$ cat src/design/afds_pkg.sv
// Shared types and constants for the aspect-fit desktop size block.
package afds_pkg;

	// Width of every size field and register
	localparam int unsigned DIM_W = 14;
	// Width of the step counter of the shared divider, one quotient bit per step
	localparam int unsigned CNT_W = $clog2(DIM_W);

	typedef logic [DIM_W-1:0] dim_t;

	// Register indexes on the configuration port
	typedef enum logic [1:0] {
		REG_DISPLAY_WIDTH  = 2'd0,
		REG_DISPLAY_HEIGHT = 2'd1,
		REG_LIMIT_WIDTH    = 2'd2,
		REG_LIMIT_HEIGHT   = 2'd3
	} reg_idx_t;

	// Sequencer states, one-hot
	typedef enum logic [8:0] {
		ST_IDLE  = 9'b000000001,
		ST_GCD   = 9'b000000010,
		ST_DIVAW = 9'b000000100,
		ST_DIVAH = 9'b000001000,
		ST_DIVSW = 9'b000010000,
		ST_DIVSH = 9'b000100000,
		ST_MULW  = 9'b001000000,
		ST_MULH  = 9'b010000000,
		ST_FIN   = 9'b100000000
	} state_t;

endpackage

$ cat src/design/aspect_fit_desktop_size.sv
// Aspect-fit desktop size selector: top level with sequencer and shared divider.
//
// Input channel (in_valid/in_ready) takes one word: a requested desktop size.
// Output channel (out_valid/out_ready) returns one word per request: status,
// clamped desktop size, centred fit rectangle and flags.
// Registers are written on cfg_write with cfg_index/cfg_data; the user must write
// them only while idle, which the block itself does not enforce. An item runs
// through one 14-step restoring divider: Euclid's GCD of the display size
// (k remainder steps, at most about 20 for 14-bit values), then four quotients
// (aspect sides and the two scale factors), then the width and height products
// on one 14x14 multiplier. A zero request or unknown display goes straight
// from acceptance to the finish state. in_ready is high only when the
// sequencer idles.
// The output word sits in its own register, so the next request can be taken
// while a result waits; a finished item waits in place until the output
// register is free. Reset clears the configuration registers to 0 and leaves
// the block idle with no result pending; no clearing pass is needed.
module aspect_fit_desktop_size #(
	parameter int unsigned MAX_DIM = 8192,
	parameter int unsigned MIN_DIM = 200
) (
	input  logic                clk,
	input  logic                arst_n,
	input  logic                cfg_write,
	input  logic [1:0]          cfg_index,
	input  afds_pkg::dim_t      cfg_data,
	input  logic                in_valid,
	output logic                in_ready,
	input  afds_pkg::dim_t      request_width,
	input  afds_pkg::dim_t      request_height,
	output logic                out_valid,
	input  logic                out_ready,
	output logic                status,
	output afds_pkg::dim_t      desk_width,
	output afds_pkg::dim_t      desk_height,
	output afds_pkg::dim_t      rect_left,
	output afds_pkg::dim_t      rect_top,
	output afds_pkg::dim_t      fit_width,
	output afds_pkg::dim_t      fit_height,
	output logic                hit_max_limit,
	output logic                hit_aspect_limit,
	output logic                display_known,
	output logic                was_normalized
);
	import afds_pkg::*;

	localparam dim_t MAX_LIM = DIM_W'(MAX_DIM);
	localparam dim_t MIN_LIM = DIM_W'(MIN_DIM);
	localparam logic [CNT_W-1:0] LAST_STEP = CNT_W'(DIM_W - 1);

	state_t state_q;

	// configuration
	dim_t disp_w_q, disp_h_q, lim_w_q, lim_h_q;

	// working registers
	dim_t req_w_q, req_h_q, dw_q, dh_q;
	dim_t x_q, y_q, aw_q, ah_q, sw_q, s_q, fw_q, fh_q;
	logic stat_q, known_q, hit_max_q, fit_ok_q;

	// shared divider
	dim_t                quo_q, rem_q, dvs_q;
	logic [CNT_W-1:0]    cnt_q;
	logic [DIM_W:0]      shifted;
	logic                ge;
	dim_t                quo_n, rem_n;
	logic                div_last;

	// multiplier and misc
	dim_t                mul_a;
	logic [2*DIM_W-1:0]  prod;
	dim_t                s_min;
	logic                lim_w_ok, lim_h_ok, clamp_w, clamp_h, disp_ok, req_bad;
	logic                accept, out_free;
	dim_t                diff_w, diff_h;

	// output word
	logic out_valid_q;
	logic status_q, hit_max_o_q, hit_aspect_q, known_o_q, norm_q;
	dim_t desk_w_q, desk_h_q, left_q, top_q, fit_w_q, fit_h_q;

	assign in_ready = (state_q == ST_IDLE);
	assign accept   = in_valid && in_ready;
	assign out_free = !out_valid_q || out_ready;

	// divider step: one quotient bit
	assign shifted  = {rem_q, quo_q[DIM_W-1]};
	assign ge       = shifted >= {1'b0, dvs_q};
	assign rem_n    = ge ? DIM_W'(shifted - {1'b0, dvs_q}) : shifted[DIM_W-1:0];
	assign quo_n    = {quo_q[DIM_W-2:0], ge};
	assign div_last = (cnt_q == LAST_STEP);

	// one multiplier, width side then height side
	assign mul_a = (state_q == ST_MULW) ? aw_q : ah_q;
	assign prod  = (2*DIM_W)'(mul_a) * (2*DIM_W)'(s_q);

	// scale: smaller fitting factor, forced even
	assign s_min = (sw_q < quo_n) ? sw_q : quo_n;

	// limits outside the valid range are ignored
	assign lim_w_ok = (lim_w_q >= MIN_LIM) && (lim_w_q <= MAX_LIM);
	assign lim_h_ok = (lim_h_q >= MIN_LIM) && (lim_h_q <= MAX_LIM);
	assign clamp_w  = lim_w_ok && (request_width > lim_w_q);
	assign clamp_h  = lim_h_ok && (request_height > lim_h_q);
	assign disp_ok  = (disp_w_q != '0) && (disp_h_q != '0);
	assign req_bad  = (request_width == '0) || (request_height == '0);

	assign diff_w = dw_q - fw_q;
	assign diff_h = dh_q - fh_q;

	// configuration registers
	always_ff @(posedge clk or negedge arst_n) begin
		if (!arst_n) begin
			disp_w_q <= '0;
			disp_h_q <= '0;
			lim_w_q  <= '0;
			lim_h_q  <= '0;
		end else if (cfg_write) begin
			unique case (reg_idx_t'(cfg_index))
				REG_DISPLAY_WIDTH:  disp_w_q <= cfg_data;
				REG_DISPLAY_HEIGHT: disp_h_q <= cfg_data;
				REG_LIMIT_WIDTH:    lim_w_q  <= cfg_data;
				REG_LIMIT_HEIGHT:   lim_h_q  <= cfg_data;
				default:            ;
			endcase
		end
	end

	// sequencer and divider step count
	always_ff @(posedge clk or negedge arst_n) begin
		if (!arst_n) begin
			state_q <= ST_IDLE;
			cnt_q   <= '0;
		end else begin
			unique case (state_q) inside
				ST_IDLE: begin
					cnt_q <= '0;
					if (accept) begin
						state_q <= (req_bad || !disp_ok) ? ST_FIN : ST_GCD;
					end
				end
				ST_GCD, ST_DIVAW, ST_DIVAH, ST_DIVSW, ST_DIVSH: begin
					cnt_q <= div_last ? '0 : cnt_q + CNT_W'(1);
					if (div_last) begin
						unique case (state_q)
							ST_GCD:   state_q <= (rem_n == '0) ? ST_DIVAW : ST_GCD;
							ST_DIVAW: state_q <= ST_DIVAH;
							ST_DIVAH: state_q <= ST_DIVSW;
							ST_DIVSW: state_q <= ST_DIVSH;
							default:  state_q <= ST_MULW;
						endcase
					end
				end
				ST_MULW: state_q <= ST_MULH;
				ST_MULH: state_q <= ST_FIN;
				ST_FIN: begin
					if (out_free) begin
						state_q <= ST_IDLE;
					end
				end
				default: state_q <= ST_IDLE;
			endcase
		end
	end

	// datapath: operand loads and divider registers
	always_ff @(posedge clk) begin
		unique case (state_q) inside
			ST_IDLE: begin
				if (accept) begin
					req_w_q   <= request_width;
					req_h_q   <= request_height;
					dw_q      <= clamp_w ? lim_w_q : request_width;
					dh_q      <= clamp_h ? lim_h_q : request_height;
					hit_max_q <= clamp_w || clamp_h;
					stat_q    <= req_bad;
					known_q   <= !req_bad && disp_ok;
					fit_ok_q  <= 1'b0;
					x_q       <= disp_w_q;
					y_q       <= disp_h_q;
					quo_q     <= disp_w_q;
					dvs_q     <= disp_h_q;
					rem_q     <= '0;
				end
			end
			ST_GCD, ST_DIVAW, ST_DIVAH, ST_DIVSW, ST_DIVSH: begin
				if (!div_last) begin
					quo_q <= quo_n;
					rem_q <= rem_n;
				end else begin
					rem_q <= '0;
					unique case (state_q)
						ST_GCD: begin
							x_q <= y_q;
							y_q <= rem_n;
							if (rem_n == '0) begin
								// y is the divisor of both sides
								quo_q <= disp_w_q;
								dvs_q <= y_q;
							end else begin
								quo_q <= y_q;
								dvs_q <= rem_n;
							end
						end
						ST_DIVAW: begin
							aw_q  <= quo_n;
							quo_q <= disp_h_q;
							dvs_q <= x_q;
						end
						ST_DIVAH: begin
							ah_q  <= quo_n;
							quo_q <= dw_q;
							dvs_q <= aw_q;
						end
						ST_DIVSW: begin
							sw_q  <= quo_n;
							quo_q <= dh_q;
							dvs_q <= ah_q;
						end
						default: begin
							// one reduced side is odd, so the scale must be even
							s_q      <= {s_min[DIM_W-1:1], 1'b0};
							fit_ok_q <= (s_min[DIM_W-1:1] != '0);
						end
					endcase
				end
			end
			ST_MULW: fw_q <= prod[DIM_W-1:0];
			ST_MULH: fh_q <= prod[DIM_W-1:0];
			default: ;
		endcase
	end

	// output word register
	always_ff @(posedge clk or negedge arst_n) begin
		if (!arst_n) begin
			out_valid_q <= 1'b0;
		end else if (state_q == ST_FIN && out_free) begin
			out_valid_q <= 1'b1;
		end else if (out_ready) begin
			out_valid_q <= 1'b0;
		end
	end

	always_ff @(posedge clk) begin
		if (state_q == ST_FIN && out_free) begin
			status_q     <= stat_q;
			desk_w_q     <= known_q ? dw_q : req_w_q;
			desk_h_q     <= known_q ? dh_q : req_h_q;
			fit_w_q      <= (known_q && fit_ok_q) ? fw_q : req_w_q;
			fit_h_q      <= (known_q && fit_ok_q) ? fh_q : req_h_q;
			left_q       <= (known_q && fit_ok_q) ? {1'b0, diff_w[DIM_W-1:1]} : '0;
			top_q        <= (known_q && fit_ok_q) ? {1'b0, diff_h[DIM_W-1:1]} : '0;
			hit_max_o_q  <= known_q && hit_max_q;
			hit_aspect_q <= known_q && fit_ok_q && ((fw_q != dw_q) || (fh_q != dh_q));
			known_o_q    <= known_q;
			norm_q       <= known_q && fit_ok_q && hit_max_q;
		end
	end

	assign out_valid        = out_valid_q;
	assign status           = status_q;
	assign desk_width       = desk_w_q;
	assign desk_height      = desk_h_q;
	assign rect_left        = left_q;
	assign rect_top         = top_q;
	assign fit_width        = fit_w_q;
	assign fit_height       = fit_h_q;
	assign hit_max_limit    = hit_max_o_q;
	assign hit_aspect_limit = hit_aspect_q;
	assign display_known    = known_o_q;
	assign was_normalized   = norm_q;

endmodule

$ cat config.mk
export PLATFORM = sky130hd
export DESIGN_NAME = aspect_fit_desktop_size
export DESIGN_NICKNAME = d
export VERILOG_FILES = /design/src/design/afds_pkg.sv /design/src/design/aspect_fit_desktop_size.sv
export SDC_FILE = /design/constraint.sdc
export NUM_CORES = 1
export LEC_CHECK = 0
export ABC_CLOCK_PERIOD_IN_PS = 7950
export BUFFER_PORTS_ARGS = -buffer_cell sky130_fd_sc_hd__buf_2
export CORE_AREA = 2 2 188 190
export DETAILED_ROUTE_END_ITERATION = 12
export DIE_AREA = 0 0 190 192
export MAX_ROUTING_LAYER = met4
export PLACE_DENSITY_LB_ADDON = 0.25
export SETUP_SLACK_MARGIN = 0.02
export SYNTH_ARGS = -nofsm -noshare
export SYNTH_HDL_FRONTEND = slang
export SYNTH_SLANG_ARGS = --single-unit
$ cat constraint.sdc
create_clock -name clk -period 7.95 [get_ports clk]
set_input_delay 0.3975 -clock clk [delete_from_list [all_inputs] [get_ports clk]]
set_output_delay 0.3975 -clock clk [all_outputs]
set_load 0.1 [all_outputs]
=== Word-level counts from Yosys, hierarchy flattened ===
Index checks and enable logic that the tools add are counted.

* Register bits after elaboration: 370
* Latch bits: 0
* Bits in writable memories: 0
* Bits in read-only memories: 0
* Input bits: 49
* Output and inout port bits: 91
* Word-level logic and storage cells: 166
* Memories kept: 0

* Add/sub/neg operators: 4
* Multipliers: 1
* Div/mod/pow operators: 0
* $lt $le $gt $ge: 8
* Equal/unequal tests: 22
* Shift-type cells: 0
* Mux-type cells: 43
* Bitwise logic cells: 1
* Reductions and logical operators: 46

{| class="wikitable"
|+ Operators with widths
! kind !! count
|-
| $mux W14 || 21
|-
| $pmux W14 S2 || 5
|-
| $pmux W14 S4 || 2
|-
| $pmux W9 S5 || 1
|-
| $logic_not A14 Y1 || 3
|-
| $sub A14 B14 Y14 || 3
|-
| $mux W9 || 4
|-
| $ge A14 B8 Y1 const B || 2
|-
| $gt A14 B14 Y1 || 2
|-
| $le A14 B14 Y1 const B || 2
|-
| $ne A14 B14 Y1 || 2
|-
| $pmux W7 S4 || 1
|-
| $reduce_bool A14 Y1 || 2
|-
| $reduce_and A3 Y1 || 6
|-
| $ge A15 B14 Y1 || 1
|-
| $lt A14 B14 Y1 || 1
|-
| $mul A14 B13 Y13 || 1
|-
| $reduce_bool A13 Y1 || 1
|-
| $logic_and A1 B1 Y1 || 12
|-
| $reduce_and A2 Y1 || 6
|-
| $reduce_and A4 Y1 || 3
|-
| $eq A9 B1 Y1 const B || 1
|-
| $eq A9 B2 Y1 const B || 1
|-
| $eq A9 B3 Y1 const B || 1
|-
| other kinds (26) || 41
|}

=== Longest topological paths before layout ===
Gate-level depths: netlist of the first run.

* Depth in word-level cells: 7
* Gate-level depth with buffers: 26
* Depth with buffers taken out: 24

=== Least setup slack after synthesis of the first run ===
Ideal clock, no wire load.

* Path type: reg-to-reg
* Start point: reg state_q[4]
* End point: reg fh_q[13], data pin
* Library setup time: 271 ps
* Data arrival time: 5841 ps
* Required time: 7679 ps
* Slack: 1837 ps
* Cell stages (with the launch flop): 26
* Path buffers: 2
* Clock period less this slack: 6113 ps
* Cell sequence: dfrtp_1 buf_2 nor4_1 nand4b_1 inv_1 nand2_1 nand2_1 clkbuf_1 nand2_1 fa_1 inv_1 ha_1 inv_1 fa_1 inv_1 fa_1 inv_1 fa_1 xor2_1 xnor2_1 xnor2_1 xnor2_1 xnor2_1 xnor2_1 xnor2_1 xnor3_1

* Word-level cells in the longest chain between the ends: 3

{| class="wikitable"
|+ RTL lines
! element !! RTL line !! RTL
|-
| from (decl) || aspect_fit_desktop_size.sv:51 || <nowiki>state_t state_q;</nowiki>
|-
| from (signal assigned) || aspect_fit_desktop_size.sv:139 || <nowiki>state_q <= (req_bad || !disp_ok) ? ST_FIN : ST_GCD;</nowiki>
|-
| from (signal assigned) || aspect_fit_desktop_size.sv:146 || <nowiki>ST_GCD: state_q <= (rem_n == '0) ? ST_DIVAW : ST_GCD;</nowiki>
|-
| $eq A9 B7 Y1 || aspect_fit_desktop_size.sv:94 || <nowiki>assign mul_a = (state_q == ST_MULW) ? aw_q : ah_q;</nowiki>
|-
| $mux W14 || aspect_fit_desktop_size.sv:94 ||
|-
| $mul A14 B13 Y13 || aspect_fit_desktop_size.sv:95 || <nowiki>assign prod = (2*DIM_W)'(mul_a) * (2*DIM_W)'(s_q);</nowiki>
|-
| named net prod[13] || aspect_fit_desktop_size.sv:71 || <nowiki>logic [2*DIM_W-1:0] prod;</nowiki>
|-
| to (signal assigned) || aspect_fit_desktop_size.sv:229 || <nowiki>ST_MULH: fh_q <= prod[DIM_W-1:0];</nowiki>
|-
| to (decl) || aspect_fit_desktop_size.sv:58 || <nowiki>dim_t x_q, y_q, aw_q, ah_q, sw_q, s_q, fw_q, fh_q;</nowiki>
|}

The timed path passes the listed nets, and every way through them passes these cells.
A chain may end at the register's enable or synchronous reset.

=== Worst setup path after layout of the first run ===
* Start point: reg state_q[3]
* End point: reg fw_q[13], data pin

* Word-level cells in the longest chain between the ends: 3

{| class="wikitable"
|+ RTL lines
! element !! RTL line !! RTL
|-
| $eq A9 B7 Y1 || aspect_fit_desktop_size.sv:94 ||
|-
| $mux W14 || aspect_fit_desktop_size.sv:94 ||
|-
| $mul A14 B13 Y13 || aspect_fit_desktop_size.sv:95 ||
|-
| named net prod[13] || aspect_fit_desktop_size.sv:71 ||
|-
| to (signal assigned) || aspect_fit_desktop_size.sv:228 || <nowiki>ST_MULW: fw_q <= prod[DIM_W-1:0];</nowiki>
|-
| to (decl) || aspect_fit_desktop_size.sv:58 ||
|}

The timed path passes the listed nets, and every way through them passes these cells.

==> out/qor.yml, run 1 <==
power_and_ir_drop:
  p_total_w: 0.00706
  p_clk_frac: 0.246
  p_leak_nw: 9.64
  p_comb_frac: 0.329
  seqPwrFrac: 0.425
  max-vdd-ir-drop_mv: 0.279
  p_per_area_mw_per_mm2: 303
  power.switching_w: 0.00259
  swShare: 0.367
  intPower_w: 0.00447
flow_run:
  maxCapViolCount: 0
yosys:
  ys.flop_type: "edfxtp_1"
  async_reset_ff_frac: 0.190
  synth.ff_latch_count: 368
  syn_area_mm2: 0.0210
  syn_avg_cell_area_um2: 11.4
  synth_edf_count: 298
  syn_inst: 1847
  ys_seq_area_frac: 0.509
  yosys_warnings: 0
  synthTopCellsByArea: "edfxtp_1 43%, dfrtp_1 8.2%, mux2_2 7.4%"
  ys_types: 72
  synth_top_area_share: 0.426
  synth_top_cell_by_area: "edfxtp_1"
clocking:
  cts.clk_slew.worst_paths_ps: 60
  hold_buffers: 0
  cts_tree: "yes"
  cts_buffers: 39
  cts_resized: 0
  insertion_delay_ps: 550
  cts_buffer_depth: 3
  cts_root_buf: "clkbuf_16"
  cts_max_level: 2
  clock_sinks: 368
  post-cts-setup-buffers: 0
global_route:
  grt_usage: 0.325
  grt_max_degree: 78
  grt_overflow: 0
  grt_pass1_wl_um: 86700
  grt_pass1_vias: 14900
  antenna_found_initial: 1
route:
  drtIter0Drc: 1863
  ant_nets: 0
  viasPerCell: 6.20
  wire_per_inst_um: 22.7
  post-route-drc-count: 0
  firstDrtPassIters: 8
  vias: 15300
  wl_um: 55900
critical_path:
  critPathKind: "reg -> reg"
  cpMaxStageDelayCell: "fa_1"
  crit_top_cell: "xnor2_1"
  required_ps: 8230
  crit_path_start: "state_q[3]"
  r2r_start: "state_q[3]"
  cp-end-kind: "register"
  worstPathArrival_ps: 6980
  critPathMaxFanout: 26
  critPathTopFamily: "adder cells"
  critPathBufInv: 6
  cp-start-kind: "register"
  path_cells: "nor4_1 -> nand4b_1 -> buf_4 -> inv_1 -> nand2_1 -> nand2_1 -> nand2_1 -> fa_1 -> inv_1 -> ha_1 -> inv_1 -> fa_1 -> inv_1 -> fa_1 -> inv_1 -> fa_1 -> xor2_1 -> xnor2_1 -> xnor2_1 -> xnor2_1 -> xnor2_1 -> xnor2_1 -> xnor2_1 -> xnor3_1"
  cpPeakStageDelay_ps: 550
hold_path:
  hold_class: "in -> async"
sta:
  fin_tns_setup_ps: 0
  rsz0062_at_grt: "false"
  clock_skew_ps: 23.4
  slew_headroom: 0.185
  slew_viol_final: 0
  fin_crit_ps: 6700
  worst_slew_pin_slew_ps: 1220
  setup_viol: 0
  fmax_ghz: 0.149
  hold_violations: 0
  worst_slack_ps: 1250
  finalCritPeriodShare: 0.843
floorplan:
  ioPinCount: 140
  die_area_mm2: 0.0365
  start_util: 0.613
  core_area_mm2: 0.0343
  dieHeight_um: 192
  rows: 68
  die_w_um: 190
placement:
  dp.final_hpwl_um: 41500
  pre_cts_ws_ps: 1210
  routabilityCongestion: 0.955
  port_buffers: 137
cells_and_area:
  nFillCells: 2543
  layout-drive-gt1-share: 0.185
  regArea_mm2: 0.0107
  multi_input_area_mm2: 0.00931
  final_util: 0.680
  area_growth_pct: 11.0
  nets: 2191
run_status:
  status: "finished clean"
[final timing paths]
check | end | slack (ps) | depth (start not counted)
min reg2reg | status | 460 | 0
min | state_q[5] | 50 | 2
max reg2reg | fw_q[13] | 1250 | 24
min in group clk | req_w_q[0] | 80 | 1
max | fw_q[13] | 1250 | 24
max in group asynchronous | lim_h_q[9] | 7320 | 2
[layout make-up]
cell class              instances  area share
inverters                     192      0.0309
well taps                     455      0.0244
clock buffers                  52      0.0448
clock inverters                18     0.00687
flip-flops and latches        368       0.459
repair buffers                155      0.0352
diodes                          1    0.000107
multi-input cells            1220       0.399
[stage by stage]
| stage | cells | hold WS, ps | area, um2 |
|---|---|---|---|
| after global routing | 2461 | 75.8 | 23300 |
| after CTS | 2460 | 67.9 | 23300 |
| after floorplan | 1848 | 102 | 21000 |
| after detailed placement | 2390 | 446 | 22100 |
| after global placement | 2390 | 462 | 22100 |
| final | 2461 | 53.2 | 23300 |
[cell families after synthesis]
group                      count (synthesis)  share of synthesized area
adders and majority gates                166                      0.117
DFF                                      368                      0.509
buffers and inverters                    260                     0.0493
xor gates and xnor gates                  47                     0.0202
other                                      1                   0.000178
and+or+nand+nor                          552                      0.125
muxes                                    159                     0.0840
AOI/OAI and AO/OA                        294                     0.0950
[worst reg2reg max path: stages, from the launching register on]
cell and delay [ps]:
dfrtp_1 450, nor4_1 400, nand4b_1 130, buf_4 250, inv_1 530, nand2_1 110
nand2_1 340, nand2_1 150, fa_1 550, inv_1 40, ha_1 260, inv_1 50
fa_1 540, inv_1 60, fa_1 530, inv_1 60, fa_1 460, xor2_1 170
xnor2_1 190, xnor2_1 110, xnor2_1 230, xnor2_1 170, xnor2_1 160, xnor2_1 160
xnor3_1 350
[layout by cell type, fill, tap and decap left out, types with 10 or more instances in the layout]
cell type	Yosys	final
nor4_1	24	24
fa_1	51	51
dfrtp_1	69	69
ha_1	115	115
nand2b_1	12	12
nor2_1	91	90
buf_2	9	137
edfxtp_1	298	298
a22oi_1	18	18
and2_1	46	46
o21ai_0	90	90
a21oi_1	58	56
mux2i_1	21	21
a311oi_2	10	10
xor2_1	14	14
a222oi_1	12	12
a21o_1	30	30
clkbuf_1	49	11
nand4_1	27	27
o21a_1	14	14
xnor2_1	32	32
nor2b_1	29	29
nand2_1	212	211
nor3_1	26	26
inv_1	192	191
buf_4	2	18
mux2_2	138	138
clkbuf_16	0	39
nand3_1	55	55
[power groups by stage]
stage                     clock (W)  sequential [W]  combinational [W]
after floorplan                   0         0.00281            0.00170
after global placement            0         0.00300            0.00223
after CTS                   0.00175         0.00297            0.00230
final                       0.00174         0.00300            0.00233
after global routing        0.00183         0.00302            0.00257
after detailed placement          0         0.00301            0.00228
[Yosys cell counts, types with 3 or more instances]
cell	number
nor4_1	24
o21ai_0	90
o21a_1	14
or3_1	3
nand2_1	212
a22oi_1	18
nand3b_1	6
buf_2	9
a21oi_1	58
mux2i_1	21
ha_1	115
a21o_1	30
edfxtp_1	298
nand4_1	27
fa_1	51
nand2b_1	12
nor3_1	26
mux2_2	138
buf_6	4
a211o_1	3
a211oi_1	5
o31a_1	3
buf_1	3
a21boi_0	7
xor2_1	14
and2_1	46
dfrtp_1	69
a311oi_2	10
and3_1	6
nand3_1	55
inv_1	192
a222oi_1	12
o211ai_1	4
o2111ai_1	5
xnor2_1	32
nor2b_1	29
nor2_1	91
a31oi_1	9
clkbuf_1	49
or4_1	5
[metal layers]
layer,part of all wire,global-route usage
met5,0,-
met4,0.037,0.117
met3,0.093,0.0455
met2,0.46,0.504
met1,0.41,0.443
Power figures use the tool's default switching activity.
==> inputs of run 2 (changes only) <==
Settings changed: ABC_AREA set to 1, ABC_CLOCK_PERIOD_IN_PS 7950 to 5660, CORE_AREA 2 2 188 190 to 2 2 197 199, DIE_AREA 0 0 190 192 to 0 0 199 201.
Clock period 7.95 ns to 5.66 ns, I/O delays scaled along.
==> out/qor.yml, run 2 <==
yosys:
  synth-xor-area-share: 0.0121  # -0.00818
  synth_top_cell_by_area: "edfxtp_1"
  syn_inst: 2266  # +23%
  synth-simple-area-share: 0.173  # +0.0479
  synth_compound_area_frac: 0.0992  # +0.00414
  ys_types: 60  # -17%
  muxShareOfSynthArea: 0.00909  # -0.0749
  ys.flop_type: "edfxtp_1"
  synthAdderAreaFrac: 0.117  # -0.000243
  ys_seq_area_frac: 0.508  # -0.00106
  yosysMostFrequentCell: "nand2_1"
  syn_area_mm2: 0.0211  # +0.21%
  synth_top_cells_by_count: "521 x nand2_1, 369 x inv_1, 298 x edfxtp_1"
  synth_top_area_share: 0.425  # -0.000886
  yosys_warnings: 0  # unchanged
  async_reset_ff_frac: 0.190  # unchanged
  synth.ff_latch_count: 368  # unchanged
  synth_top_family_by_area: "simple AND/OR/NAND/NOR gates"
  synthTopCellsByArea: "edfxtp_1 43%, nand2_1 9.3%, dfrtp_1 8.2%"
  synth_edf_count: 298  # unchanged
  syn_avg_cell_area_um2: 9.29  # -18%
sta:
  hold_violations: 0  # unchanged
  rsz0062_at_grt: "true"
  slew_headroom: 0.0952  # -0.0897
  worst_slew_pin_slew_ps: 1350  # +135 ps
  fmax_ghz: 0.179  # +20%
  fin_crit_ps: 5580  # -1120 ps
  finalCritPeriodShare: 0.986  # +0.143
  holdWs_ps: 31.4  # -21.8 ps
  slew_viol_final: 0  # unchanged
  setup_viol: 0  # unchanged
  clock_skew_ps: 18.6  # -4.76 ps
critical_path:
  cpPeakStageDelay_ps: 550  # about the same
  worstPathArrival_ps: 5890  # -1090 ps
  cp-start-kind: "register"
  required_ps: 5970  # -2260 ps
  cp-end-kind: "register"
  critPathMaxFanout: 5  # -81%
  ff2ff_path_depth: 29  # +21%
  critPathKind: "reg -> reg"
  r2r_start: "state_q[0]"
  r2r-end: "fh_q[13]"
  r2r_slack_ps: 80  # -1170 ps
  crit_end: "fh_q[13]"
  crit_cells: 29  # +21%
  critPathTopFamily: "adder cells"
  crit_path_start: "state_q[0]"
  cpMaxStageDelayCell: "dfstp_2"
  critPathBufInv: 8  # +2
route:
  firstDrtPassIters: 5  # -3
  vias: 16900  # +11%
  drtIter0Drc: 1695  # -9.0%
  wire_per_inst_um: 19.7  # -13%
  wl_um: 59800  # +7.0%
  ant_nets: 0  # unchanged
  viasPerCell: 5.57  # -10%
  post-route-drc-count: 0  # unchanged
floorplan:
  rows: 72  # +5.9%
  ioPinCount: 140  # unchanged
  core_area_mm2: 0.0381  # +11%
  start_util: 0.553  # -0.0603
  die_w_um: 199  # +4.7%
  dieHeight_um: 201  # +4.7%
  die_area_mm2: 0.0400  # +9.6%
cells_and_area:
  final_cells: 3041  # +24%
  nets: 2705  # +23%
  fin_area_mm2: 0.0246  # +5.6%
  area_growth_pct: 17.0
  layout-drive-gt1-share: 0.159  # -0.0260
  layout_common_cells: "514 x nand2_1, 350 x inv_1, 298 x edfxtp_1"
  final_common_cell: "nand2_1"
placement:
  routabilityCongestion: 0.958  # +0.32%
  dp.final_hpwl_um: 44700  # +7.5%
  dp_cells: 2912  # +22%
  dpl-instance-area_mm2: 0.0226  # +2.0%
  port_buffers: 137  # unchanged
clocking:
  insertion_delay_ps: 570  # +20 ps
  cts_tree: "yes"
  cts_buffers: 40  # +2.6%
  cts_root_buf: "clkbuf_16"
  cts_max_level: 2  # unchanged
  cts_buffer_depth: 3  # unchanged
  clock_sinks: 368  # unchanged
  cts.clk_slew.worst_paths_ps: 60  # about the same
power_and_ir_drop:
  p_per_area_mw_per_mm2: 430  # +42%
  max-vdd-ir-drop_mv: 0.473  # +70%
  p_leak_nw: 11.3  # +17%
global_route:
  grt_overflow: 0  # unchanged
  grt_usage: 0.315  # -0.0101
  antenna_found_initial: 3  # +2
  grt_pass1_vias: 16200  # +8.3%
  grt_pass1_wl_um: 92800  # +7.0%
  grt_max_degree: 88  # +13%
run_status:
  status: "finished clean"
hold_path:
  hold_class: "in -> reg"
flow_run:
  maxCapViolCount: 0  # unchanged
## run 2: cell types whose count changed after synthesis, moves of 46 or more
cell and delta:
inv_1 +177, mux2_2 -121, nand2_1 +309, nand3_1 +46, nor2_1 +62, o21ai_0 +124
## run 2: logic make-up (layout without fill, tap and decap cells)
kind of cell,after synthesis,after routing
AND/OR/NAND/NOR,862,862
buffers and inverters,446,700
flip-flops,368,368
adder cells (fa/ha/maj),166,166
XOR/XNOR,29,29
multiplexers,17,17
other,1,4
AO/OA/AOI/OAI,377,377
## run 2: power breakdown
| group | switching (W) | internal, W | total (W) |
|---|---|---|---|
| Combinational | 0.00259 | 0.00123 | 0.00382 |
| Sequential | 0.000431 | 0.00369 | 0.00412 |
| Clock | 0.00110 | 0.00155 | 0.00265 |
## run 2: layout make-up
type	instances	area, um2
Fill cell	3167	13500
Sequential cell	368	10700
Multi-Input combinational cell	1453	8950
Timing Repair Buffer	245	1570
Inverter	381	1440
Clock buffer	58	1180
Tap cell	518	648
Clock inverter	15	140
Timing Repair inverter	1	5.00
Antenna cell	2	5.00
## run 2: layer usage
layer	part of all wire	track usage	wire length, um	vias to the layer above
li1	-	-	-	7979
met1	0.42	0.441	25300	8036
met2	0.46	0.478	27300	812
met3	0.091	0.0528	5450	110
met4	0.029	0.0866	1750	0
met5	0	-	0	-
## run 2: worst min path at each step
stage                          start  slack (ps)  cells after the start         end
CTS                 request_width[6]           6                      1  req_w_q[6]
finish              request_width[5]          30                      1  req_w_q[5]
global placement              stat_q         400                      0      status
floorplan                     arst_n         -10                      0    cnt_q[0]
detailed placement            stat_q         410                      0      status
global route        request_width[6]           3                      1  req_w_q[6]
## run 2: repair_timing
| item | in CTS | in global routing |
|---|---|---|
| hold endpoints to repair | 93 | 0 |
| gates cloned | 2 | 0 |
| setup buffers | 23 | 4 |
| setup endpoints to repair | 2 | 68 |
| pin swaps | 7 | 35 |
| hold buffers | 25 | 0 |
| resized for setup | 26 | 54 |
## run 2: through the flow
stage / setup slack (ps) / power (W) / setup TNS (ps) / util
after floorplan: 27.8 / 0.00661 / 0 / -
after global placement: -13.8 / 0.00766 / -27.6 / 0.592
after CTS: 29.4 / 0.0105 / 0 / 0.641
final: 79.9 / 0.0106 / 0 / 0.647
after global routing: -82.3 / 0.0112 / -174 / 0.647
after detailed placement: -95.0 / 0.00775 / -190 / 0.592
==> inputs of run 3 (changes only) <==
Settings changed: RECOVER_POWER set to 100.
==> out/qor.yml, run 3 (synthesized netlist as in run 2, its figures left out) <==
run_status:
  status: "complete, but fails checks"
  violations: "max-capacitance violations, max-slew violations"
power_and_ir_drop:
  swShare: 0.389  # about the same
  p_leak_nw: 10.9  # -2.9%
  p_clk_frac: 0.250  # about the same
  p_per_area_mw_per_mm2: 433  # +0.67%
  max-vdd-ir-drop_mv: 0.472  # -0.17%
  seqPwrFrac: 0.389  # about the same
  p_comb_frac: 0.361  # about the same
  power.switching_w: 0.00413  # about the same
  intPower_w: 0.00647  # about the same
route:
  viasPerCell: 5.60  # +0.62%
  drtIter0Drc: 1912  # +13%
  wl_um: 60100  # +0.44%
  firstDrtPassIters: 5  # unchanged
  wire_per_inst_um: 19.8  # +0.44%
  ant_nets: 0  # unchanged
  vias: 17000  # +0.62%
  post-route-drc-count: 0  # unchanged
flow_run:
  maxCapViolCount: 3  # +3
placement:
  port_buffers: 137  # unchanged
  dp_cells: 2912  # unchanged
  pre_cts_ws_ps: -95.0  # unchanged
  dpl-instance-area_mm2: 0.0226  # unchanged
  routabilityCongestion: 0.958  # unchanged
  dp.final_hpwl_um: 44700  # unchanged
clocking:
  insertion_delay_ps: 570  # about the same
  cts_tree: "yes"
  cts_max_level: 2  # unchanged
  clock_sinks: 368  # unchanged
  cts_root_buf: "clkbuf_16"
  cts_buffer_depth: 3  # unchanged
  cts_buffers: 40  # unchanged
  cts.clk_slew.worst_paths_ps: 60  # about the same
global_route:
  grt_usage: 0.315  # unchanged
  grt_overflow: 0  # unchanged
  grt_pass1_vias: 16200  # unchanged
  grt_max_degree: 88  # unchanged
  antenna_found_initial: 3  # unchanged
  grt_pass1_wl_um: 92800  # unchanged
sta:
  finalCritPeriodShare: 0.987  # +0.00104
  setup_viol: 0  # unchanged
  clock_skew_ps: 17.5  # -1.11 ps
  fin_crit_ps: 5590  # +5.89 ps
  worst_slack_ps: 74.1  # -5.89 ps
  rsz0062_at_grt: "true"
  hold_violations: 0  # unchanged
  slew_headroom: -1.56  # -1.65
  slew_viol_final: 168  # +168
  worst_slew_pin_slew_ps: 3840  # +2490 ps
  fmax_ghz: 0.179  # -0.10%
hold_path:
  hold_class: "in -> reg"
critical_path:
  cpMaxStageDelayCell: "dfstp_2"
  worstPathArrival_ps: 5900  # about the same
  critPathMaxFanout: 5  # unchanged
  required_ps: 5970  # about the same
  cpPeakStageDelay_ps: 550  # about the same
  cp-start-kind: "register"
  cp-end-kind: "register"
  critPathKind: "reg -> reg"
floorplan:
  die_area_mm2: 0.0400  # unchanged
  rows: 72  # unchanged
  core_area_mm2: 0.0381  # unchanged
  start_util: 0.553  # unchanged
  ioPinCount: 140  # unchanged
  die_w_um: 199  # unchanged
  dieHeight_um: 201  # unchanged
cells_and_area:
  final_cells: 3041  # unchanged
  fin_area_mm2: 0.0245  # -0.63%
  nFillCells: 3223  # +1.8%
  layout-drive-gt1-share: 0.110  # -0.0488
  multi_input_area_mm2: 0.00895  # unchanged
  final_common_cell: "nand2_1"
  layout_common_cells: "514 x nand2_1, 350 x inv_1, 298 x edfxtp_1"
  nets: 2705  # unchanged
  regArea_mm2: 0.0107  # unchanged
  area_growth_pct: 16.3
  final_util: 0.643  # -0.00407
==> run 3: cell count changes in the layout (fill, tap and decap cells not counted) <==
cell	previous run	this run
clkbuf_1	10	128
buf_4	80	77
buf_2	137	22
mux2_2	17	12
mux2_1	0	5
==> run 3: area by class of cell <==
type / count / share of cell area
clock inverter: 15 / 0.00572
multi-input combinational: 1453 / 0.365
sequential: 368 / 0.437
inverter: 381 / 0.0588
clock buffer: 58 / 0.0483
timing repair buffer: 245 / 0.0578
timing repair inverter: 1 / 0.000204
antenna: 2 / 0.000204
tap: 518 / 0.0265
==> run 3: what timing repair did <==
action,4_1_cts,5_1_grt
pin swaps,7,35
buffers inserted,23,4
hold buffers,25,0
gates resized for setup,26,54
endpoints found under the setup margin,2,68
hold endpoints to repair,93,0
gates cloned,2,0
==> run 3: through the flow <==
step           setup TNS [ps]  power (W)  hold WS (ps)
6_report                    0     0.0106          44.3
5_1_grt                  -174     0.0112          71.3
4_1_cts                     0     0.0105          5.56
3_5_place_dp             -190    0.00775           407
3_3_place_gp            -27.6    0.00766           404
2_1_floorplan               0    0.00661         -12.6
==> run 3: layer usage <==
metal  GRT usage  up-vias  wire (um)  part of all wire
met2       0.478      818      27500              0.46
li1            -     7979          -                 -
met1       0.441     8138      25600              0.43
met3      0.0528      107       5300             0.088
met5           -        -          0                 0
met4      0.0866        0       1700             0.028
==> run 3: power groups by stage <==
stage	Combinational (W)	Clock [W]	Sequential, W
2_1_floorplan	0.00268	0	0.00393
3_3_place_gp	0.00353	0	0.00413
3_5_place_dp	0.00360	0	0.00415
4_1_cts	0.00375	0.00266	0.00410
5_1_grt	0.00431	0.00276	0.00416
6_report	0.00383	0.00264	0.00412
==> run 3: final timing paths <==
path	from	end	slack, ps	depth (start not counted)
worst max-delay path	state_q[0]	fh_q[13]	70	29
worst min-delay path	cfg_data[12]	disp_h_q[12]	40	3
worst max register to register	state_q[0]	fh_q[13]	70	29
worst min register to register	stat_q	status	450	0
max in group asynchronous	arst_n	state_q[7]	1800	3
min in group asynchronous	arst_n	cnt_q[1]	1690	3
==> run 3: critical path: cells and delay by family (launching register included) <==
kind,cells,cell delay (ps)
adder cells (fa/ha/maj),6,2760
AND/OR/NAND/NOR,11,930
buffers and inverters,8,590
flip-flops,1,550
AO/OA/AOI/OAI,4,500
